`config.mk`:
```
export PLATFORM = sky130hd
export DESIGN_NAME = memory_credit_admission
export DESIGN_NICKNAME = d
export VERILOG_FILES = /design/src/rtl/core/mca_pkg.sv /design/src/rtl/core/mca_fifo.sv /design/src/rtl/core/mca_front.sv /design/src/rtl/core/mca_back.sv /design/src/rtl/core/memory_credit_admission.sv
export SDC_FILE = /design/constraint.sdc
export NUM_CORES = 2
export LEC_CHECK = 0
export BUFFER_PORTS_ARGS = -buffer_cell sky130_fd_sc_hd__buf_2
export CORE_MARGIN = 3
export CORE_UTILIZATION = 49
export DETAILED_ROUTE_END_ITERATION = 16
export GPL_TIMING_DRIVEN = 0
export HOLD_SLACK_MARGIN = 0.1
export PLACE_DENSITY = 0.75
export SETUP_SLACK_MARGIN = 0.15
export SYNTH_ARGS = -nofsm -noshare
export SYNTH_HDL_FRONTEND = slang
export SYNTH_SLANG_ARGS = --single-unit
export TNS_END_PERCENT = 1
```
`constraint.sdc`:
```
create_clock -name i_clk -period 20.9 [get_ports i_clk]
set_clock_uncertainty 0.05 [all_clocks]
set_input_delay 1.045 -clock i_clk [delete_from_list [all_inputs] [get_ports i_clk]]
set_output_delay 1.045 -clock i_clk [all_outputs]
set_load 0.02 [all_outputs]
```
`src/rtl/core/mca_pkg.sv`:
```
// Package for the memory credit admission block: payload structs, function codes,
// register indexes, refill constants and the saturating refill helper.
// No dependencies.
`timescale 1ns / 1ps

package mca_pkg;

    // Field widths fixed by the interface
    localparam int ADDR_W   = 48;
    localparam int SIZE_W   = 16;
    localparam int CHAN_W   = 4;
    localparam int CREDIT_W = 20;
    localparam int COUNT_W  = 11;
    localparam int RSPN_W   = 10;
    localparam int CFG_IDX_W  = 3;
    localparam int CFG_DATA_W = 48;

    // Queue depths
    localparam int CLS_DEPTH_DEF = 4;
    localparam int RSP_DEPTH_DEF = 2;

    // Credit refill per tick for the L2 credits
    localparam logic [CREDIT_W-1:0] L2_ACCESS_REFILL = CREDIT_W'(64);
    localparam logic [CREDIT_W-1:0] L2_READ_REFILL   = CREDIT_W'(64);
    localparam logic [CREDIT_W-1:0] L2_WRITE_REFILL  = CREDIT_W'(64);

    // Reads on this channel split into responses of 128 bytes each
    localparam logic [CHAN_W-1:0] SPLIT_CHANNEL = CHAN_W'(10);
    localparam int SPLIT_SHIFT = 7;  // log2 of 128 bytes

    localparam logic [COUNT_W-1:0] QUEUE_LIMIT_RST = COUNT_W'(16);

    typedef enum logic [1:0] {
        FUNC_TICK  = 2'd0,
        FUNC_READ  = 2'd1,
        FUNC_WRITE = 2'd2,
        FUNC_CMPL  = 2'd3
    } t_func;

    typedef enum logic [CFG_IDX_W-1:0] {
        CFG_L2_BASE     = 3'd0,
        CFG_L2_WIN_SIZE = 3'd1,
        CFG_DDR_MAX     = 3'd2,
        CFG_DDR_REFILL  = 3'd3,
        CFG_L2_ACC_MAX  = 3'd4,
        CFG_L2_RD_MAX   = 3'd5,
        CFG_L2_WR_MAX   = 3'd6,
        CFG_QUEUE_LIMIT = 3'd7
    } t_cfg_idx;

    typedef struct packed {
        t_func             func;
        logic [ADDR_W-1:0] address;
        logic [SIZE_W-1:0] byte_count;
        logic [CHAN_W-1:0] channel;
    } t_req;

    typedef struct packed {
        logic                accepted;
        logic                in_l2;
        logic [RSPN_W-1:0]   response_count;
        logic [COUNT_W-1:0]  outstanding;
        logic [CREDIT_W-1:0] ddr_credit_now;
    } t_rsp;

    // Classified request handed from front to back
    typedef struct packed {
        t_func             func;
        logic              in_l2;
        logic [SIZE_W-1:0] byte_count;
        logic [RSPN_W-1:0] resp_total;
    } t_cls;

    // Credit settings seen by the back end
    typedef struct packed {
        logic [CREDIT_W-1:0] ddr_max;
        logic [CREDIT_W-1:0] ddr_refill;
        logic [CREDIT_W-1:0] l2_acc_max;
        logic [CREDIT_W-1:0] l2_rd_max;
        logic [CREDIT_W-1:0] l2_wr_max;
        logic [COUNT_W-1:0]  queue_limit;
    } t_cfg;

    // Add a refill to a credit and clamp at its ceiling
    function automatic logic [CREDIT_W-1:0] f_refill(
        input logic [CREDIT_W-1:0] credit,
        input logic [CREDIT_W-1:0] add,
        input logic [CREDIT_W-1:0] max
    );
        logic [CREDIT_W:0] s;
        s = {1'b0, credit} + {1'b0, add};
        return (s > {1'b0, max}) ? max : s[CREDIT_W-1:0];
    endfunction

endpackage

```
`src/rtl/core/mca_fifo.sv`:
```
// Small first-word-fall-through queue built from flops.
// Generic width and depth; no package dependency.
`timescale 1ns / 1ps

module mca_fifo #(
    parameter int W     = 8,
    parameter int DEPTH = 4
) (
    input  logic         i_clk,
    input  logic         i_rst_n,
    input  logic         i_push,
    input  logic [W-1:0] i_data,
    output logic         o_full,
    input  logic         i_pop,
    output logic [W-1:0] o_data,
    output logic         o_empty
);
    localparam int PTR_W = (DEPTH > 1) ? $clog2(DEPTH) : 1;
    localparam int CNT_W = $clog2(DEPTH + 1);
    localparam logic [PTR_W-1:0] LAST = PTR_W'(DEPTH - 1);

    logic [W-1:0]     r_mem [DEPTH];
    logic [PTR_W-1:0] r_wr_ptr, n_wr_ptr;
    logic [PTR_W-1:0] r_rd_ptr, n_rd_ptr;
    logic [CNT_W-1:0] r_count, n_count;
    logic             wr, rd;

    assign o_full  = (r_count == CNT_W'(DEPTH));
    assign o_empty = (r_count == '0);
    assign o_data  = r_mem[r_rd_ptr];
    assign wr      = i_push && !o_full;
    assign rd      = i_pop && !o_empty;

    // Advance pointers with wrap, track fill level
    always_comb begin
        n_wr_ptr = r_wr_ptr;
        n_rd_ptr = r_rd_ptr;
        n_count  = r_count;
        if (wr) begin
            n_wr_ptr = (r_wr_ptr == LAST) ? '0 : r_wr_ptr + 1'b1;
        end
        if (rd) begin
            n_rd_ptr = (r_rd_ptr == LAST) ? '0 : r_rd_ptr + 1'b1;
        end
        if (wr && !rd) begin
            n_count = r_count + 1'b1;
        end else if (rd && !wr) begin
            n_count = r_count - 1'b1;
        end
    end

    always_ff @(posedge i_clk) begin
        if (!i_rst_n) begin
            r_wr_ptr <= '0;
            r_rd_ptr <= '0;
            r_count  <= '0;
        end else begin
            r_wr_ptr <= n_wr_ptr;
            r_rd_ptr <= n_rd_ptr;
            r_count  <= n_count;
        end
    end

    // Store the incoming beat
    always_ff @(posedge i_clk) begin
        if (wr) begin
            r_mem[r_wr_ptr] <= i_data;
        end
    end

endmodule

```
`src/rtl/core/mca_front.sv`:
```
// Front end: classifies each request by address window and response count.
// Depends on mca_pkg.
`timescale 1ns / 1ps

module mca_front (
    input  mca_pkg::t_req                      i_req,
    input  logic [mca_pkg::ADDR_W-1:0]         i_l2_base,
    input  logic [mca_pkg::ADDR_W-1:0]         i_l2_win_size,
    output mca_pkg::t_cls                      o_cls
);
    import mca_pkg::*;

    logic [ADDR_W:0]   win_end;
    logic              in_l2;
    logic [SIZE_W:0]   round_up;
    logic              split;

    // Window end carries one extra bit so it never wraps
    assign win_end = {1'b0, i_l2_base} + {1'b0, i_l2_win_size};
    assign in_l2   = (i_req.address >= i_l2_base) && ({1'b0, i_req.address} < win_end);

    // Split reads produce one response per 128 bytes, rounded up
    assign round_up = {1'b0, i_req.byte_count} + (SIZE_W + 1)'((1 << SPLIT_SHIFT) - 1);
    assign split    = (i_req.func == FUNC_READ) && (i_req.channel == SPLIT_CHANNEL);

    always_comb begin
        o_cls.func       = i_req.func;
        o_cls.in_l2      = in_l2;
        o_cls.byte_count = i_req.byte_count;
        o_cls.resp_total = split ? round_up[SIZE_W:SPLIT_SHIFT] : RSPN_W'(1);
    end

endmodule

```
`src/rtl/core/mca_back.sv`:
```
// Back end: checks credits and queue limit, charges and refills credits,
// tracks outstanding accesses and builds the result beat. Depends on mca_pkg.
`timescale 1ns / 1ps

module mca_back (
    input  logic          i_clk,
    input  logic          i_rst_n,
    input  mca_pkg::t_cfg i_cfg,
    input  mca_pkg::t_cls i_cls,
    input  logic          i_cls_valid,
    output logic          o_cls_pop,
    output mca_pkg::t_rsp o_rsp,
    input  logic          i_rsp_ready,
    output logic          o_rsp_push
);
    import mca_pkg::*;

    logic [CREDIT_W-1:0] r_ddr, n_ddr;
    logic [CREDIT_W-1:0] r_l2_acc, n_l2_acc;
    logic [CREDIT_W-1:0] r_l2_rd, n_l2_rd;
    logic [CREDIT_W-1:0] r_l2_wr, n_l2_wr;
    logic [COUNT_W-1:0]  r_count, n_count;

    logic                fire;
    logic                is_req, is_write;
    logic [CREDIT_W-1:0] size_ext;
    logic [CREDIT_W-1:0] acc_credit, rw_credit;
    logic                admit;
    logic [RSPN_W-1:0]   rsp_n;
    logic [COUNT_W:0]    count_sum;
    logic [CREDIT_W-1:0] ddr_once;

    assign fire       = i_cls_valid && i_rsp_ready;
    assign o_cls_pop  = fire;
    assign o_rsp_push = fire;

    // Select region credits and decide admission
    always_comb begin
        is_req     = (i_cls.func == FUNC_READ) || (i_cls.func == FUNC_WRITE);
        is_write   = (i_cls.func == FUNC_WRITE);
        size_ext   = CREDIT_W'(i_cls.byte_count);
        acc_credit = i_cls.in_l2 ? r_l2_acc : r_ddr;
        rw_credit  = i_cls.in_l2 ? (is_write ? r_l2_wr : r_l2_rd) : r_ddr;
        admit      = is_req && (r_count < i_cfg.queue_limit)
                     && (size_ext < acc_credit) && (size_ext < rw_credit);
        rsp_n      = admit ? i_cls.resp_total : '0;
        count_sum  = {1'b0, r_count} + (COUNT_W + 1)'(rsp_n);
        ddr_once   = r_ddr - size_ext;
    end

    // Next credit and count values
    always_comb begin
        n_ddr    = r_ddr;
        n_l2_acc = r_l2_acc;
        n_l2_rd  = r_l2_rd;
        n_l2_wr  = r_l2_wr;
        n_count  = r_count;
        case (i_cls.func)
            FUNC_TICK: begin
                n_ddr    = f_refill(r_ddr, i_cfg.ddr_refill, i_cfg.ddr_max);
                n_l2_acc = f_refill(r_l2_acc, L2_ACCESS_REFILL, i_cfg.l2_acc_max);
                n_l2_rd  = f_refill(r_l2_rd, L2_READ_REFILL, i_cfg.l2_rd_max);
                n_l2_wr  = f_refill(r_l2_wr, L2_WRITE_REFILL, i_cfg.l2_wr_max);
            end
            FUNC_CMPL: begin
                if (r_count != '0) begin
                    n_count = r_count - 1'b1;
                end
            end
            default: begin
                if (admit) begin
                    n_count = count_sum[COUNT_W] ? '1 : count_sum[COUNT_W-1:0];
                    if (i_cls.in_l2) begin
                        n_l2_acc = r_l2_acc - size_ext;
                        if (is_write) begin
                            n_l2_wr = r_l2_wr - size_ext;
                        end else begin
                            n_l2_rd = r_l2_rd - size_ext;
                        end
                    end else begin
                        // DDR is charged twice, the second charge floors at zero
                        n_ddr = (ddr_once > size_ext) ? ddr_once - size_ext : '0;
                    end
                end
            end
        endcase
    end

    // Build the result beat from the updated state
    always_comb begin
        o_rsp.accepted       = admit;
        o_rsp.in_l2          = i_cls.in_l2;
        o_rsp.response_count = rsp_n;
        o_rsp.outstanding    = n_count;
        o_rsp.ddr_credit_now = n_ddr;
    end

    // Credits reset to zero, as do their ceilings in the config
    always_ff @(posedge i_clk) begin
        if (!i_rst_n) begin
            r_ddr    <= '0;
            r_l2_acc <= '0;
            r_l2_rd  <= '0;
            r_l2_wr  <= '0;
            r_count  <= '0;
        end else if (fire) begin
            r_ddr    <= n_ddr;
            r_l2_acc <= n_l2_acc;
            r_l2_rd  <= n_l2_rd;
            r_l2_wr  <= n_l2_wr;
            r_count  <= n_count;
        end
    end

    // Only admitted requests report responses
    a_rsp_needs_admit: assert property (@(posedge i_clk) disable iff (!i_rst_n)
        fire && (rsp_n != '0) |-> admit)
        else $error("response count without admission");

    // Admission is for reads and writes only
    a_admit_is_req: assert property (@(posedge i_clk) disable iff (!i_rst_n)
        fire && admit |-> (i_cls.func == FUNC_READ) || (i_cls.func == FUNC_WRITE))
        else $error("admitted a tick or completion");

    // DDR credit never grows outside a tick
    a_ddr_no_grow: assert property (@(posedge i_clk) disable iff (!i_rst_n)
        fire && (i_cls.func != FUNC_TICK) |=> r_ddr <= $past(r_ddr))
        else $error("DDR credit grew without a tick");

    // State holds while no beat moves
    a_state_hold: assert property (@(posedge i_clk) disable iff (!i_rst_n)
        !fire |=> $stable(r_count) && $stable(r_ddr))
        else $error("state changed without a beat");

endmodule

```
`src/rtl/core/memory_credit_admission.sv`:
```
// Top level of the memory credit admission block: configuration registers,
// front classifier, request queue, credit back end and result queue.
// Accepted requests pass the request queue, the back end and then the result queue.
// Throughput: one item per cycle while the result queue is not full.
// Reset: queues empty, credits and outstanding count zero, registers at reset values.
`timescale 1ns / 1ps

module memory_credit_admission #(
    parameter int CLS_DEPTH = mca_pkg::CLS_DEPTH_DEF,
    parameter int RSP_DEPTH = mca_pkg::RSP_DEPTH_DEF
) (
    input  logic                               i_clk,
    input  logic                               i_rst_n,
    input  logic                               push,
    input  mca_pkg::t_req                      i_req,
    output logic                               full,
    input  logic                               pop,
    output mca_pkg::t_rsp                      o_rsp,
    output logic                               empty,
    input  logic                               i_cfg_we,
    input  logic [mca_pkg::CFG_IDX_W-1:0]      i_cfg_idx,
    input  logic [mca_pkg::CFG_DATA_W-1:0]     i_cfg_data
);
    import mca_pkg::*;

    logic [ADDR_W-1:0] r_l2_base;
    logic [ADDR_W-1:0] r_l2_win_size;
    t_cfg              r_cfg;

    t_cls cls_in, cls_out;
    logic cls_empty, cls_pop;
    t_rsp rsp_in;
    logic rsp_full, rsp_push;

    // Register writes
    always_ff @(posedge i_clk) begin
        if (!i_rst_n) begin
            r_l2_base         <= '0;
            r_l2_win_size     <= '0;
            r_cfg.ddr_max     <= '0;
            r_cfg.ddr_refill  <= '0;
            r_cfg.l2_acc_max  <= '0;
            r_cfg.l2_rd_max   <= '0;
            r_cfg.l2_wr_max   <= '0;
            r_cfg.queue_limit <= QUEUE_LIMIT_RST;
        end else if (i_cfg_we) begin
            unique case (t_cfg_idx'(i_cfg_idx))
                CFG_L2_BASE:     r_l2_base         <= i_cfg_data[ADDR_W-1:0];
                CFG_L2_WIN_SIZE: r_l2_win_size     <= i_cfg_data[ADDR_W-1:0];
                CFG_DDR_MAX:     r_cfg.ddr_max     <= i_cfg_data[CREDIT_W-1:0];
                CFG_DDR_REFILL:  r_cfg.ddr_refill  <= i_cfg_data[CREDIT_W-1:0];
                CFG_L2_ACC_MAX:  r_cfg.l2_acc_max  <= i_cfg_data[CREDIT_W-1:0];
                CFG_L2_RD_MAX:   r_cfg.l2_rd_max   <= i_cfg_data[CREDIT_W-1:0];
                CFG_L2_WR_MAX:   r_cfg.l2_wr_max   <= i_cfg_data[CREDIT_W-1:0];
                CFG_QUEUE_LIMIT: r_cfg.queue_limit <= i_cfg_data[COUNT_W-1:0];
                default: ;
            endcase
        end
    end

    // Classify incoming beats
    mca_front u_front (
        .i_req         (i_req),
        .i_l2_base     (r_l2_base),
        .i_l2_win_size (r_l2_win_size),
        .o_cls         (cls_in)
    );

    // Decouple front and back
    mca_fifo #(
        .W     ($bits(t_cls)),
        .DEPTH (CLS_DEPTH)
    ) u_cls_q (
        .i_clk   (i_clk),
        .i_rst_n (i_rst_n),
        .i_push  (push),
        .i_data  (cls_in),
        .o_full  (full),
        .i_pop   (cls_pop),
        .o_data  (cls_out),
        .o_empty (cls_empty)
    );

    // Apply credits and build results
    mca_back u_back (
        .i_clk       (i_clk),
        .i_rst_n     (i_rst_n),
        .i_cfg       (r_cfg),
        .i_cls       (cls_out),
        .i_cls_valid (!cls_empty),
        .o_cls_pop   (cls_pop),
        .o_rsp       (rsp_in),
        .i_rsp_ready (!rsp_full),
        .o_rsp_push  (rsp_push)
    );

    // Hold results until popped
    mca_fifo #(
        .W     ($bits(t_rsp)),
        .DEPTH (RSP_DEPTH)
    ) u_rsp_q (
        .i_clk   (i_clk),
        .i_rst_n (i_rst_n),
        .i_push  (rsp_push),
        .i_data  (rsp_in),
        .o_full  (rsp_full),
        .i_pop   (pop),
        .o_data  (o_rsp),
        .o_empty (empty)
    );

endmodule

```
==> results.md <==
* Most common cell after layout, fill and taps aside: nand2_1
* RSZ-0062 raised after global routing: false
* Post-route design area at 39100 µm²
* DIE WIDTH at 274 µm
* Row cnt at 97
* Synth unique cells at 86
* Drt pass-1 iters at 8
* Reg-to-reg slack, setup at 11.90 ns
* Per-cell routed wire length at 21.8 µm
* Sequential-to-total area share from yosys stat at 35.0%
* Total gr overflow at 0
* PwrDens at 170 nW/µm²
* H-tree levels at 2
* DR vias/cell at 6.15
* Antenna-violating nets left at 0
* Worst skew pair latency at 0.64 ns
* Reg2reg path depth at 32
* Max_slew headroom at roughly 10%
* FF-to-FF End: u_rsp_q.r_mem[1][23]
* GRT Total Usage at about 29%
* Final Non-Filler Cells at 5199
* Max-cap violations at 0
* Max Clock Freq at about 110 MHz
* CTS Buf Count at 54
* Pins Over Slew Limit at 0
* Most frequent cells in the layout: 608 x nand2_1, 438 x a21oi_1, 387 x ha_1
* Global-route wire length before repair at 170 mm
* Hold wc startpoint: r_cfg[23]
* Synth area leaders: dfxtp_1 18%, edfxtp_1 17%, ha_1 14%, nand2_1 6.5%, a21oi_1 6.2%
* Setup TNS at 0 ns
* GPL Wtd Cong at 1.03
* CP startpoint kind: register
* CP dominant cell by count: nand2_1
* Max FO, Critical Path at 10
* Syn nets at around 4500
* Die Height at 274 µm
* P&R area growth vs syn at 11.2%
* Mean Syn Cell Area at 8.80 µm²
* Post-route DRC at 0
* Final period util at roughly 43%
* Die ar. at 75000 µm²
* Critical path's slowest cell: clkbuf_1
* Drt total wl at 113 mm
* Worst EP arrival at 9.28 ns
* Min Clock Period, post-route at 9.00 ns
* Ys async rst share at 0%
* Post-Place Cells at 5092
* Port bufs at 156
* Kind of end point of the critical path: register
* HP Class: reg2reg
* Initial antenna violation count at 6
* Post-Syn Instances at 3994
* VDD IR-drop max at around 0.099 mV
* Crit Path Class: reg2reg
* Post-synth EDFFs at 202
* Vias in the first global route at approximately 30000
* Hold slack final at 0.406 ns
* Initial DRC count at 3395
* Hold Buf Count CTS at 0
* Placement-stage cell area at 37200 µm²
* Proportion of layout cells with a drive suffix above 1 at 10.1%
* Detailed Place HPWL at 87.6 mm
* Fill cells at approximately 6300
* IO Count at around 170
* CTS-repair resized insts at 0
* Post-CTS Setup Bufs at 0
* Most common flop cell mapped by yosys: dfxtp_1
* Hold path depth at 2
* Crit path largest cell delay at 0.64 ns
* Status: finished, final reports clean
* Leading area contributor after synthesis: dfxtp_1
* Clock tree buffer depth at 3
* Pin count of the biggest net entering global routing at 40
* TritonCTS clock tree: yes
* Least-Margin Pin Slew at 1.35 ns
* Leak Pwr at 15.4 nW
* Final setup fails at 0
* Initial Util at 49.9%
* CTS sink count at 514
* Hold violation count in the final report at 0
* Synth Register Bits at 514
* Post-layout power at 6.64 mW
* Core area at 70500 µm²
* Root buf cell: clkbuf_16
* Cell Area, Synth at 35200 µm²
* Yosys warning count at 0
* Hold EP: r_cfg[23]
* Top-area cell type share of the netlist area at around 18%
* # nets final at 4730
* Req. time, crit path at 21.18 ns
* Register clock-pin slew on the reported worst setup and hold paths at 0.07 ns
* Total number of vias at 32000
## per-layer routing
metal | track usage [%] | vias to the layer above | routed length [µm]
met3 | 5.50 | 353 | 10500
li1 | - | 15000 | -
met1 | 38.1 | 15000 | 45500
met2 | 46.4 | 1602 | 50500
met4 | 14.7 | 0 | 6650
met5 | 0 | - | 0
## cell type report
| class | instances | area (µm²) | area share, % |
|---|---|---|---|
| Antenna cell | 7 | 17.5 | 0.0448 |
| Buffer | 191 | 828 | 2.12 |
| Clock buffer | 76 | 1620 | 4.13 |
| Clock inverter | 24 | 299 | 0.765 |
| Inverter | 231 | 868 | 2.22 |
| Multi-Input combinational cell | 3058 | 21200 | 54.1 |
| Sequential cell | 514 | 12300 | 31.5 |
| Tap cell | 940 | 1180 | 3.01 |
| Timing Repair Buffer | 158 | 821 | 2.10 |
## worst max-delay path, delay by kind of cell, from the launching register on
family / cells / cell delay (ns)
buffers and inverters: 9 / 3.07
AO/OA/AOI/OAI: 11 / 2.40
AND/OR/NAND/NOR: 7 / 1.17
adder cells (fa/ha/maj): 3 / 0.85
multiplexers: 2 / 0.81
flip-flops: 1 / 0.33
## sequential cells by signal (all words and copies together) (netlist names), 48 cells and up, named ones only
name / cells
u_cls_q.r_mem: 116
r_cfg: 111
u_rsp_q.r_mem: 86
r_l2_base: 48
r_l2_win_size: 48
## logic make-up after synthesis
logic type / after synthesis / synth area share, %
AND/OR/NAND/NOR: 1212 / 15.4
AO/OA/AOI/OAI: 1124 / 20.5
flip-flops: 514 / 35.0
buffers and inverters: 422 / 4.82
adder cells (fa/ha/maj): 396 / 14.3
XOR/XNOR: 177 / 4.41
multiplexers: 149 / 5.54
## Yosys cell counts (all sizes together), types with 9 or more instances
cell / number
nand2b: 27
o22ai: 10
a221oi: 33
a21o: 101
inv: 230
nor2b: 37
mux2: 73
xor2: 65
nand2: 609
o21bai: 28
nor2: 212
and2: 22
a21oi: 440
nor4: 19
o31ai: 25
nand3: 87
o21a: 45
xnor2: 112
nor3: 63
a22oi: 11
o221a: 16
a211o: 16
o211ai: 31
dfxtp: 312
a31oi: 37
and3: 21
nand4: 59
mux2i: 47
fa: 9
o221ai: 11
ha: 387
edfxtp: 202
buf: 44
clkbuf: 147
a21boi: 9
or3: 19
mux4: 29
o21ai: 173
a211oi: 43
## stage by stage
step | util (%) | worst slack [ns]
CTS | 55.4 | 12.06
detailed placement | 52.7 | 12.13
global placement | 52.6 | 12.30
finish | 55.5 | 11.90
floorplan | - | 13.77
global route | 55.5 | 11.49
## power by group
group | internal [mW] | switching (mW)
Clock | 0.613 | 0.422
Combinational | 1.55 | 2.54
Sequential | 1.30 | 0.219
## worst max-delay path by stage
stage | start | to | slack (ns)
detailed placement | register | u_rsp_q.r_mem[1][29] | 12.13
CTS | register | u_rsp_q.r_mem[1][23] | 12.06
floorplan | register | u_rsp_q.r_mem[0][24] | 13.77
global placement | register | u_rsp_q.r_mem[0][23] | 12.30
global route | register | u_rsp_q.r_mem[1][23] | 11.49
finish | register | u_rsp_q.r_mem[1][23] | 11.90
Power figures use the tool's default switching activity.
